`config.mk`:
```
export PLATFORM = sky130hd
export DESIGN_NAME = rgb_to_hsv_converter
export DESIGN_NICKNAME = d
export VERILOG_FILES = /design/src/hdl/rhc_pkg.sv /design/src/hdl/rhc_front.sv /design/src/hdl/rhc_queue.sv /design/src/hdl/rhc_back.sv /design/src/hdl/rgb_to_hsv_converter.sv
export VERILOG_INCLUDE_DIRS = /design/src /design/src/hdl
export SDC_FILE = /design/constraint.sdc
export NUM_CORES = 2
export LEC_CHECK = 0
export BUFFER_PORTS_ARGS = -buffer_cell sky130_fd_sc_hd__buf_2
export CAP_MARGIN = 10
export CORE_ASPECT_RATIO = 0.6
export CORE_MARGIN = 1
export CORE_UTILIZATION = 40
export CTS_BUF_LIST = sky130_fd_sc_hd__clkbuf_8
export CTS_CLUSTER_DIAMETER = 50
export DETAILED_ROUTE_END_ITERATION = 8
export PLACE_DENSITY = 0.68
export SLEW_MARGIN = 20
export SYNTH_ARGS = -nofsm -noshare
export SYNTH_HDL_FRONTEND = slang
export SYNTH_SLANG_ARGS = --single-unit
```
`constraint.sdc`:
```
create_clock -name clk -period 16.4 [get_ports clk]
set_input_delay 4.92 -clock clk [delete_from_list [all_inputs] [get_ports clk]]
set_output_delay 4.92 -clock clk [all_outputs]
set_load 0.02 [all_outputs]
```
`src/hdl/assert_macros.svh`:
```
// Assertion macros shared by the converter modules.
// Standalone header; the checks compile away when SYNTHESIS is defined.
`ifndef ASSERT_MACROS_SVH
`define ASSERT_MACROS_SVH
`ifndef SYNTHESIS
// Check a property on the rising clock edge, disabled while in reset.
`define RHC_ASSERT(lbl, clk, rstn, prop, msg) \
    lbl: assert property (@(posedge clk) disable iff (!rstn) prop) else $error(msg);
// Check a property on the rising clock edge, also during reset.
`define RHC_ASSERT_ALWAYS(lbl, clk, prop, msg) \
    lbl: assert property (@(posedge clk) prop) else $error(msg);
`else
`define RHC_ASSERT(lbl, clk, rstn, prop, msg)
`define RHC_ASSERT_ALWAYS(lbl, clk, prop, msg)
`endif
`endif

```
`src/hdl/rhc_pkg.sv`:
```
// Shared types, constants and the division step for the RGB to HSV converter.
// No dependencies; every other module imports this package.
package rhc_pkg;

    localparam int QUEUE_DEPTH = 4;

    // hue quotient is at most 3840, saturation quotient at most 255
    localparam int HUE_QW = 12;
    localparam int SAT_QW = 8;

    localparam logic [14:0] SECTOR_UNITS = 15'd3840;
    localparam logic [14:0] GREEN_OFFSET = 15'd7680;
    localparam logic [14:0] BLUE_OFFSET  = 15'd15360;
    localparam logic [14:0] FULL_CIRCLE  = 15'd23040;

    typedef struct packed {
        logic [7:0] red;
        logic [7:0] green;
        logic [7:0] blue;
    } pixel_t;

    typedef struct packed {
        logic [14:0] hue;
        logic [7:0]  saturation;
        logic [7:0]  value;
    } hsv_t;

    typedef enum logic [1:0] {
        SEC_GREY,
        SEC_RED,
        SEC_GREEN,
        SEC_BLUE
    } sector_t;

    // Classified pixel handed from the front end to the divider pipeline
    typedef struct packed {
        sector_t     sector;
        logic        neg;
        logic [19:0] hnum;
        logic [7:0]  chroma;
        logic [15:0] snum;
        logic [7:0]  vmax;
    } work_t;

    // One restoring division step: returns {quotient bit, new remainder}.
    // The remainder stays below the divisor, so 8 bits suffice.
    function automatic logic [8:0] div_step(input logic [7:0] rem,
                                            input logic       nbit,
                                            input logic [7:0] dvsr);
        logic [8:0] trial;
        logic [8:0] diff;
        begin
            trial = {rem, nbit};
            diff  = trial - {1'b0, dvsr};
            if (trial >= {1'b0, dvsr})
                div_step = {1'b1, diff[7:0]};
            else
                div_step = {1'b0, trial[7:0]};
        end
    endfunction

endpackage

```
`src/hdl/rhc_front.sv`:
```
// Front end: registers an incoming pixel, finds max, min, chroma and hue sector.
// Depends on rhc_pkg.
module rhc_front
    import rhc_pkg::*;
(
    input  logic   clk,
    input  logic   rst_n,
    input  logic   pixel_valid,
    output logic   pixel_stall,
    input  pixel_t pixel,
    output logic   push,
    input  logic   full,
    output work_t  item
);

    logic  vld_reg;
    work_t item_reg;
    work_t item_next;

    always_comb
    begin
        logic [7:0] r;
        logic [7:0] g;
        logic [7:0] b;
        logic [7:0] vmax;
        logic [7:0] vmin;
        logic [7:0] chroma;
        logic [8:0] diff;
        logic [7:0] mag;
        r = pixel.red;
        g = pixel.green;
        b = pixel.blue;
        vmax = r;
        vmin = r;
        if (g > vmax) vmax = g;
        if (b > vmax) vmax = b;
        if (g < vmin) vmin = g;
        if (b < vmin) vmin = b;
        chroma = vmax - vmin;
        // ties resolve toward red, then green
        if (chroma == 8'd0)
        begin
            item_next.sector = SEC_GREY;
            diff = 9'd0;
        end
        else if (vmax == r)
        begin
            item_next.sector = SEC_RED;
            diff = {1'b0, g} - {1'b0, b};
        end
        else if (vmax == g)
        begin
            item_next.sector = SEC_GREEN;
            diff = {1'b0, b} - {1'b0, r};
        end
        else
        begin
            item_next.sector = SEC_BLUE;
            diff = {1'b0, r} - {1'b0, g};
        end
        mag = diff[8] ? 8'(-diff) : diff[7:0];
        item_next.neg    = diff[8];
        // 3840 * |diff| as 4096x - 256x
        item_next.hnum   = {mag, 12'd0} - {4'd0, mag, 8'd0};
        item_next.chroma = chroma;
        // 255 * chroma as 256x - x
        item_next.snum   = {chroma, 8'd0} - {8'd0, chroma};
        item_next.vmax   = vmax;
    end

    assign pixel_stall = vld_reg && full;
    assign push        = vld_reg && !full;
    assign item        = item_reg;

    always_ff @(posedge clk or negedge rst_n)
    begin
        if (!rst_n)
            vld_reg <= 1'b0;
        else if (!pixel_stall)
            vld_reg <= pixel_valid;
    end

    always_ff @(posedge clk)
    begin
        if (!pixel_stall && pixel_valid)
            item_reg <= item_next;
    end

endmodule

```
`src/hdl/rhc_queue.sv`:
```
// Short queue between the classifying front end and the divider pipeline.
// Depends on rhc_pkg and assert_macros.svh.
`include "assert_macros.svh"
module rhc_queue
    import rhc_pkg::*;
#(
    parameter int DEPTH = QUEUE_DEPTH
)
(
    input  logic  clk,
    input  logic  rst_n,
    input  logic  push,
    input  work_t wr_item,
    output logic  full,
    input  logic  pop,
    output logic  nonempty,
    output work_t head
);

    localparam int PW = (DEPTH > 1) ? $clog2(DEPTH) : 1;
    localparam int CW = $clog2(DEPTH + 1);
    localparam logic [PW-1:0] LAST = PW'(DEPTH - 1);

    work_t         mem_reg [DEPTH];
    logic [PW-1:0] wr_ptr_reg;
    logic [PW-1:0] rd_ptr_reg;
    logic [CW-1:0] count_reg;
    logic [CW-1:0] count_next;

    assign full     = (count_reg == CW'(DEPTH));
    assign nonempty = (count_reg != '0);
    assign head     = mem_reg[rd_ptr_reg];

    always_comb
    begin
        count_next = count_reg;
        if (push && !pop)
            count_next = count_reg + CW'(1);
        else if (pop && !push)
            count_next = count_reg - CW'(1);
    end

    always_ff @(posedge clk or negedge rst_n)
    begin
        if (!rst_n)
        begin
            wr_ptr_reg <= '0;
            rd_ptr_reg <= '0;
            count_reg  <= '0;
        end
        else
        begin
            if (push)
                wr_ptr_reg <= (wr_ptr_reg == LAST) ? '0 : wr_ptr_reg + PW'(1);
            if (pop)
                rd_ptr_reg <= (rd_ptr_reg == LAST) ? '0 : rd_ptr_reg + PW'(1);
            count_reg <= count_next;
        end
    end

    always_ff @(posedge clk)
    begin
        if (push)
            mem_reg[wr_ptr_reg] <= wr_item;
    end

    `RHC_ASSERT_ALWAYS(a_count_bound, clk, count_reg <= CW'(DEPTH), "queue count overflow")
    `RHC_ASSERT(a_no_pop_empty, clk, rst_n, pop |-> nonempty, "pop from empty queue")
    `RHC_ASSERT(a_no_push_full, clk, rst_n, push |-> !full, "push into full queue")
    `RHC_ASSERT(a_count_up, clk, rst_n, (push && !pop) |=> count_reg == $past(count_reg) + CW'(1), "queue count did not advance")

endmodule

```
`src/hdl/rhc_back.sv`:
```
// Back end: pipelined restoring dividers for hue and saturation, then the
// sector offset and wrap. Depends on rhc_pkg and assert_macros.svh.
`include "assert_macros.svh"
module rhc_back
    import rhc_pkg::*;
(
    input  logic  clk,
    input  logic  rst_n,
    input  logic  head_valid,
    input  work_t head,
    output logic  pop,
    output logic  hsv_valid,
    input  logic  hsv_stall,
    output hsv_t  hsv
);

    localparam int NSTG = HUE_QW;

    logic                vld_reg    [1:NSTG];
    sector_t             sec_reg    [1:NSTG];
    logic                neg_reg    [1:NSTG];
    logic [7:0]          chroma_reg [1:NSTG];
    logic [7:0]          vmax_reg   [1:NSTG];
    logic [7:0]          hrem_reg   [1:NSTG];
    logic [HUE_QW-1:0]   hlo_reg    [1:NSTG];
    logic [HUE_QW-1:0]   hq_reg     [1:NSTG];
    logic [7:0]          srem_reg   [1:NSTG];
    logic [SAT_QW-1:0]   slo_reg    [1:NSTG];
    logic [SAT_QW-1:0]   sq_reg     [1:NSTG];

    // stage inputs: stage 1 takes the queue head, later ones the stage before
    logic                in_vld    [1:NSTG];
    sector_t             in_sec    [1:NSTG];
    logic                in_neg    [1:NSTG];
    logic [7:0]          in_chroma [1:NSTG];
    logic [7:0]          in_vmax   [1:NSTG];
    logic [7:0]          in_hrem   [1:NSTG];
    logic [HUE_QW-1:0]   in_hlo    [1:NSTG];
    logic [HUE_QW-1:0]   in_hq     [1:NSTG];
    logic [7:0]          in_srem   [1:NSTG];
    logic [SAT_QW-1:0]   in_slo    [1:NSTG];
    logic [SAT_QW-1:0]   in_sq     [1:NSTG];

    logic advance;
    logic out_vld_reg;
    hsv_t out_reg;
    hsv_t out_next;

    // the whole pipe moves together unless a finished result is held
    assign advance   = !out_vld_reg || !hsv_stall;
    assign pop       = advance && head_valid;
    assign hsv_valid = out_vld_reg;
    assign hsv       = out_reg;

    always_comb
    begin
        in_vld[1]    = head_valid;
        in_sec[1]    = head.sector;
        in_neg[1]    = head.neg;
        in_chroma[1] = head.chroma;
        in_vmax[1]   = head.vmax;
        in_hrem[1]   = head.hnum[19:HUE_QW];
        in_hlo[1]    = head.hnum[HUE_QW-1:0];
        in_hq[1]     = '0;
        in_srem[1]   = head.snum[15:SAT_QW];
        in_slo[1]    = head.snum[SAT_QW-1:0];
        in_sq[1]     = '0;
        for (int s = 2; s <= NSTG; s++)
        begin
            in_vld[s]    = vld_reg[s-1];
            in_sec[s]    = sec_reg[s-1];
            in_neg[s]    = neg_reg[s-1];
            in_chroma[s] = chroma_reg[s-1];
            in_vmax[s]   = vmax_reg[s-1];
            in_hrem[s]   = hrem_reg[s-1];
            in_hlo[s]    = hlo_reg[s-1];
            in_hq[s]     = hq_reg[s-1];
            in_srem[s]   = srem_reg[s-1];
            in_slo[s]    = slo_reg[s-1];
            in_sq[s]     = sq_reg[s-1];
        end
    end

    for (genvar s = 1; s <= NSTG; s++)
    begin : g_stage
        logic [8:0] hstep;
        logic [8:0] sstep;

        assign hstep = div_step(in_hrem[s], in_hlo[s][HUE_QW-1], in_chroma[s]);
        assign sstep = div_step(in_srem[s], in_slo[s][SAT_QW-1], in_vmax[s]);

        always_ff @(posedge clk or negedge rst_n)
        begin
            if (!rst_n)
                vld_reg[s] <= 1'b0;
            else if (advance)
                vld_reg[s] <= in_vld[s];
        end

        always_ff @(posedge clk)
        begin
            if (advance)
            begin
                sec_reg[s]    <= in_sec[s];
                neg_reg[s]    <= in_neg[s];
                chroma_reg[s] <= in_chroma[s];
                vmax_reg[s]   <= in_vmax[s];
                hrem_reg[s]   <= hstep[7:0];
                hlo_reg[s]    <= {in_hlo[s][HUE_QW-2:0], 1'b0};
                hq_reg[s]     <= {in_hq[s][HUE_QW-2:0], hstep[8]};
                // saturation finishes early; hold it for the remaining stages
                if (s <= SAT_QW)
                begin
                    srem_reg[s] <= sstep[7:0];
                    slo_reg[s]  <= {in_slo[s][SAT_QW-2:0], 1'b0};
                    sq_reg[s]   <= {in_sq[s][SAT_QW-2:0], sstep[8]};
                end
                else
                begin
                    srem_reg[s] <= in_srem[s];
                    slo_reg[s]  <= in_slo[s];
                    sq_reg[s]   <= in_sq[s];
                end
            end
        end
    end

    always_comb
    begin
        logic [14:0] frac;
        // a negative fraction rounds down: bump the magnitude on a remainder
        frac = {3'd0, hq_reg[NSTG]};
        if (neg_reg[NSTG] && (hrem_reg[NSTG] != 8'd0))
            frac = frac + 15'd1;
        unique case (sec_reg[NSTG])
            SEC_GREY:  out_next.hue = 15'd0;
            SEC_RED:   out_next.hue = (neg_reg[NSTG] && frac != 15'd0) ?
                                      FULL_CIRCLE - frac : frac;
            SEC_GREEN: out_next.hue = neg_reg[NSTG] ? GREEN_OFFSET - frac
                                                    : GREEN_OFFSET + frac;
            SEC_BLUE:  out_next.hue = neg_reg[NSTG] ? BLUE_OFFSET - frac
                                                    : BLUE_OFFSET + frac;
            default:   out_next.hue = 15'd0;
        endcase
        out_next.saturation = (vmax_reg[NSTG] == 8'd0) ? 8'd0 : sq_reg[NSTG];
        out_next.value      = vmax_reg[NSTG];
    end

    always_ff @(posedge clk or negedge rst_n)
    begin
        if (!rst_n)
            out_vld_reg <= 1'b0;
        else if (advance)
            out_vld_reg <= vld_reg[NSTG];
    end

    always_ff @(posedge clk)
    begin
        if (advance && vld_reg[NSTG])
            out_reg <= out_next;
    end

    `RHC_ASSERT(a_hue_range, clk, rst_n, hsv_valid |-> hsv.hue < FULL_CIRCLE, "hue out of range")
    `RHC_ASSERT(a_black_sat, clk, rst_n, (hsv_valid && hsv.value == 8'd0) |-> hsv.saturation == 8'd0, "black pixel with saturation")
    `RHC_ASSERT(a_pipe_hold, clk, rst_n, !advance |=> vld_reg[1] == $past(vld_reg[1]), "pipeline moved while held")
    `RHC_ASSERT(a_pop_advance, clk, rst_n, pop |-> advance, "queue popped while pipeline held")

endmodule

```
`src/hdl/rgb_to_hsv_converter.sv`:
```
// RGB to HSV converter: one 8-bit RGB pixel in, hue, saturation and value out.
// Front end, decoupling queue and divider pipeline; all from rhc_pkg.
//
// Input channel: pixel_valid / pixel_stall with payload pixel (red, green,
// blue). A pixel transaction completes on a rising edge with pixel_valid
// high and pixel_stall low.
// Output channel: hsv_valid / hsv_stall with payload hsv (hue in 1/64 degree,
// saturation, value). One result per pixel, in input order.
// Throughput: one pixel per clock while the output is not stalled.
// Registers from the input transaction to hsv_valid: the front
// register takes the pixel on the transaction edge, then one queue slot,
// twelve restoring-division stages (one quotient bit of the hue each;
// saturation needs eight of them) and the output register follow.
// When the receiver stalls, the result holds and the divider pipeline
// freezes; the queue keeps taking pixels until it fills, then pixel_stall
// rises. Reset empties the pipeline, the queue and the output; no clearing
// pass is needed, so pixels are taken from the first cycle after reset.
module rgb_to_hsv_converter
    import rhc_pkg::*;
#(
    parameter int QDEPTH = QUEUE_DEPTH
)
(
    input  logic   clk,
    input  logic   rst_n,
    input  logic   pixel_valid,
    output logic   pixel_stall,
    input  pixel_t pixel,
    output logic   hsv_valid,
    input  logic   hsv_stall,
    output hsv_t   hsv
);

    logic  push;
    logic  full;
    logic  pop;
    logic  nonempty;
    work_t front_item;
    work_t head;

    rhc_front u_front (
        .clk         (clk),
        .rst_n       (rst_n),
        .pixel_valid (pixel_valid),
        .pixel_stall (pixel_stall),
        .pixel       (pixel),
        .push        (push),
        .full        (full),
        .item        (front_item)
    );

    rhc_queue #(
        .DEPTH (QDEPTH)
    ) u_queue (
        .clk      (clk),
        .rst_n    (rst_n),
        .push     (push),
        .wr_item  (front_item),
        .full     (full),
        .pop      (pop),
        .nonempty (nonempty),
        .head     (head)
    );

    rhc_back u_back (
        .clk        (clk),
        .rst_n      (rst_n),
        .head_valid (nonempty),
        .head       (head),
        .pop        (pop),
        .hsv_valid  (hsv_valid),
        .hsv_stall  (hsv_stall),
        .hsv        (hsv)
    );

endmodule

```
-- Word-level counts from Yosys, hierarchy flattened
Memory sizes are Yosys's and may differ from the RTL's. A register that Yosys moved wholly into a read port is not among the register bits.
Cells that the tools add are included.
- flip-flop bits (word level): 99
- output and inout port bits: 33
- memories kept: 11
- word-level logic and storage cells: 173
- bits in writable memories: 1108
- muxes and demuxes: 43
- equality and inequality tests: 8
- reductions and logical operators: 24
- add/sub/neg operators: 37
- magnitude comparators: 24
- memory list (memory ; depth ; width ; rd ports ; clocked after memory_dff ; write ports ; line ; text):
    u_queue.mem_reg ; 4 ; 55 ; 1 ; 0 ; 1 ; rhc_queue.sv:24 ; work_t mem_reg [DEPTH];
    u_back.hq_reg ; 12 ; 12 ; 12 ; 0 ; 12 ; rhc_back.sv:26 ; logic [HUE_QW-1:0] hq_reg [1:NSTG];
    u_back.hlo_reg ; 12 ; 11 ; 11 ; 0 ; 12 ; rhc_back.sv:25 ; logic [HUE_QW-1:0] hlo_reg [1:NSTG];
    u_back.chroma_reg ; 12 ; 8 ; 11 ; 0 ; 12 ; rhc_back.sv:22 ; logic [7:0] chroma_reg [1:NSTG];
    u_back.hrem_reg ; 12 ; 8 ; 12 ; 0 ; 12 ; rhc_back.sv:24 ; logic [7:0] hrem_reg [1:NSTG];
    u_back.slo_reg ; 12 ; 8 ; 11 ; 0 ; 12 ; rhc_back.sv:28 ; logic [SAT_QW-1:0] slo_reg [1:NSTG];
    5 more memories ; -- ; -- ; -- ; -- ; -- ; -- ;
- operators with widths (kind ; number):
    9-bit two-way mux ; 23
    9-bit by 8-bit >= comparator with 1-bit output ; 20
    8-bit subtractor ; 21
    15-bit two-way mux ; 4
    15-bit case mux with 4 select lines ; 1
    8-bit two-way mux ; 5
    8-bit by 8-bit subtractor with 9-bit output ; 3
    20-bit by 16-bit subtractor with 20-bit output ; 1
    8-bit equality test ; 2
    8-bit greater-than comparator ; 2
    8-bit zero test ; 2
    8-bit < comparator ; 2
    16-bit by 8-bit subtractor with 16-bit output ; 1
    13-bit by 15-bit adder with 15-bit output, first input constant ; 1
    14-bit by 15-bit adder with 15-bit output, first input constant ; 1
    15-bit nonzero test ; 1
    13-bit by 15-bit subtractor with 15-bit output, first input constant ; 1
    14-bit by 15-bit subtractor with 15-bit output, first input constant ; 1
    15-bit subtractor, first input constant ; 1
    12-bit by 1-bit adder with 13-bit output, second input constant ; 1
    1-bit logical AND ; 9
    2-bit equality test, second input constant ; 4
    8-bit negation ; 1
    8-bit nonzero test ; 1
    other kinds (14) ; 27

-- Logic depth before layout (Yosys ltp)
- depth in word-level cells: 11
- gate-level depth with buffers: 44

-- Hierarchy
Synthesis repeated with hierarchy kept, for this count alone.
- cell total of the unflattened synthesis: 2967
- area total of the unflattened synthesis: 42923.7 um2
- modules (own cells, without submodules) (module ; area an instance (um2) ; instances ; cells each):
    rhc_back ; 29244.3 ; 1 ; 2033
    rhc_queue ; 8346.8 ; 1 ; 324
    rhc_front ; 5332.6 ; 1 ; 610

-- Worst setup path after synthesis
Ideal clock, no wire load.
- path type: in2reg
- start: in hsv_stall
- end: reg u_back.hsv[0] (netlist name)
- arrival time: 21929 ps
- cell stages on the path: 3
- library setup time: 391 ps
- path buffers: 1
- setup slack: -5920 ps
- cell sequence: nand2_1 clkbuf_1 and2_1
- cells in the longest elaborated chain, start to end: 3
- RTL lines (element ; line ; text):
    start: declaration ; rgb_to_hsv_converter.sv:30 ; input logic hsv_stall,
    1-bit zero test ; rhc_back.sv:50 ; assign advance = !out_vld_reg || !hsv_stall;
    1-bit logical OR ; rhc_back.sv:50 ;
    named net u_back.advance ; rhc_back.sv:44 ; logic advance;
    1-bit logical AND ; rhc_back.sv:159 ; if (advance && vld_reg[NSTG])
The timed path passes the listed nets, and every way through them passes these cells.
A chain may end at the register's enable or synchronous reset.

==> metrics.txt <==
Bufs on Longest Clock Path 3; clock sinks between 800 and 900; WHS Path Cells 0; status finished, final reports clean; Synth Instances between 2k and 3k; DIE HEIGHT about 240 µm; achievable frequency about 0.069 GHz; endpoints failing setup 0; io pins slightly above 60; sequential area share after synthesis 0.631; grt ovf 0; DRC errors left 0; CP arrival ~15 ns; crit path capture type register; fillers approximately 8.7k; Worst Hold Class register to register; share of the synthesized area in the top cell type 0.618; Leakage approximately 0.017 µW; Clk pin slew, worst setup/hold paths roughly 0.06 ns; CP peak stage delay around 0.69 ns; core area 96,600 µm²; Layout Cell Area excl Fill between 40,000 and 50,000 µm²; Yosys warnings 0; Setup TNS Final 0 ns; Largest register FFs ~180; Placed Area between 40,000 and 50,000 µm²; slew margin rel. 0.330; syn_area_per_cell 13.4 µm²; area grow syn2layout 10.2%; Worst EP required roughly 17 ns; first-pass GRT wire length between 100,000 and 150,000 µm; Final Hold Fails 0; number of synthesized flops with an enable pin ~810; Routed WL approximately 72,000 µm; post-layout min period between 10 and 15 ns; Initial Util 0.406; hold_buf cts 0; reg2reg setup slack 11.67 ns; ANT nets after route 0; largest net degree at the start of global routing approximately 160; #FFs+latches synth slightly above 800; Die Area 99,300 µm²; Max-Cap Viols 0; TritonCTS clock tree built; routability cong. 0.928; area leader, netlist edfxtp_1; Final Cycle Share 0.880; row cnt between 80 and 90; peak supply drop roughly 0.093 mV; post-synthesis net count 3,201; Worst Reg-to-Reg Cells 14; DR vias roughly 22k; Worst setup SP type primary input; vias in the first global route about 22k; Post-Syn Area 39,200 µm²; maximum fanout along the worst path 17; Top FF cell, synth edfxtp_1; Clock Skew ~0.024 ns; Resized cells post-CTS 0; Initial DRC Count between 1.5k and 2k; estimated wirelength of the detail-placed design ~50,000 µm; Clock Latency Late Sink ~0.73 ns; routed len/inst ~16 µm; count leader, synth edfxtp_1; Root Driver clkbuf_8; Netlist cell types 76; Synth top cells by count 806 x edfxtp_1, 287 x inv_1, 232 x o21ai_0; Least-Margin Pin Slew 1.00 ns; initial antenna violation count 1; share of layout cells above drive strength 1 0.106; chip width a little over 400 µm; Max Slew Vio Count 0; nets about 3.3k; Post-synth ARST share 0.0254; dominant cells by area after synthesis edfxtp_1 62%, ha_1 7.3%, o21ai_0 3.0%; H-tree depth 3; number of port buffers 60; via/cell ratio ~5.0; Pwr per Cell Area 201 nW/µm²; Crit Path Category primary input to register; Slowest-stage cell, CP a2111oi_0; RSZ-0062 raised after global routing no; CTS buffer count 121; Post-CTS Setup Bufs 0; total track usage 0.146; Critical Path Most Common Cell ha_1; Power, Total 8680 µW; number of iterations in the first detailed-routing pass 6
==> area by class of cell <==
class,count,area [µm²],area share
multi-input combinational,1736,13100,0.303
sequential,827,24700,0.573
inverter,287,1080,0.0249
timing repair buffer,82,478,0.0111
tap,1305,1630,0.0378
clock buffer,123,1690,0.0392
clock inverter,90,468,0.0108
antenna,2,5.00,0.000116
==> final timing paths <==
path                                      start               endpoint
max                                   pixel[13]       u_front.item[48]
min                         u_back.sq_reg[5][3]    u_back.sq_reg[6][4]
max reg2reg                u_back.neg_reg[1][4]         u_back.hsv[29]
min reg2reg                 u_back.sq_reg[5][3]    u_back.sq_reg[6][4]
max in group asynchronous                 rst_n  u_queue.rd_ptr_reg[0]
min in group asynchronous                 rst_n        u_front.vld_reg
==> metal layers <==
layer | wire [µm] | global-route usage | part of all wire | up-vias
met4 | 1220 | 0.0368 | 0.017 | 0
met2 | 29900 | 0.208 | 0.41 | 506
met3 | 4120 | 0.0332 | 0.057 | 117
met1 | 37100 | 0.224 | 0.51 | 10677
li1 | - | - | - | 11115
met5 | 0 | 0 | 0 | -
==> power by group <==
group          total [µW]  internal, µW  switching, µW
sequential           3880          3530            355
clock                1480           741            738
combinational        3320          1390           1930
==> stage by stage <==
stage          utilization  setup WS, ns  cells  hold WS, ns
3_3_place_gp         0.425          1.81   4237        0.400
6_report             0.447          1.96   4452        0.404
3_5_place_dp         0.425          1.36   4237        0.405
2_1_floorplan            -          2.48   2921        0.400
4_1_cts              0.447          2.18   4450        0.406
5_1_grt              0.447          1.31   4451        0.409
==> cell families (layout without fill, tap and decap cells) <==
group / Yosys count / after routing / synth area share
flops: 827 / 827 / 0.631
simple gates: 692 / 692 / 0.0902
compound gates: 580 / 580 / 0.0932
buf+inv: 358 / 582 / 0.0350
fa+ha+maj: 254 / 254 / 0.0856
xor+xnor: 128 / 128 / 0.0286
mux: 82 / 82 / 0.0362
other cells: 0 / 2 / 0
==> worst max-delay path: cells and delay by family <==
family | cells | cell delay [ns]
AO/OA/AOI/OAI | 17 | 4.55
AND/OR/NAND/NOR | 11 | 3.09
adder cells (fa/ha/maj) | 5 | 1.54
buffers and inverters | 5 | 0.63
XOR/XNOR | 1 | 0.18
==> cells in the final DEF, fill, tap and decap left out, types with 17 or more instances in the layout <==
| cell | Yosys | layout |
|---|---|---|
| ha_1 | 228 | 228 |
| o21ai_0 | 232 | 232 |
| xnor2_1 | 71 | 71 |
| clkinv_1 | 0 | 22 |
| a21oi_1 | 104 | 104 |
| o211a_1 | 20 | 20 |
| mux2_2 | 19 | 19 |
| dfrtp_1 | 21 | 19 |
| buf_2 | 10 | 60 |
| buf_4 | 0 | 21 |
| clkbuf_8 | 0 | 123 |
| nor2b_1 | 56 | 55 |
| xor2_1 | 57 | 57 |
| nor2_1 | 135 | 134 |
| or4_1 | 24 | 24 |
| edfxtp_1 | 806 | 806 |
| mux2i_1 | 17 | 17 |
| nor4_1 | 25 | 25 |
| nor3_1 | 40 | 40 |
| nand2_1 | 185 | 184 |
| nand2b_1 | 58 | 58 |
| o31ai_1 | 39 | 39 |
| and2_1 | 57 | 52 |
| inv_1 | 287 | 330 |
| nand3_1 | 26 | 26 |
| nand4_1 | 37 | 37 |
| a21o_1 | 65 | 65 |
| fa_1 | 24 | 24 |
| mux4_2 | 46 | 46 |
Note: power is estimated with default switching activity, not from simulation.
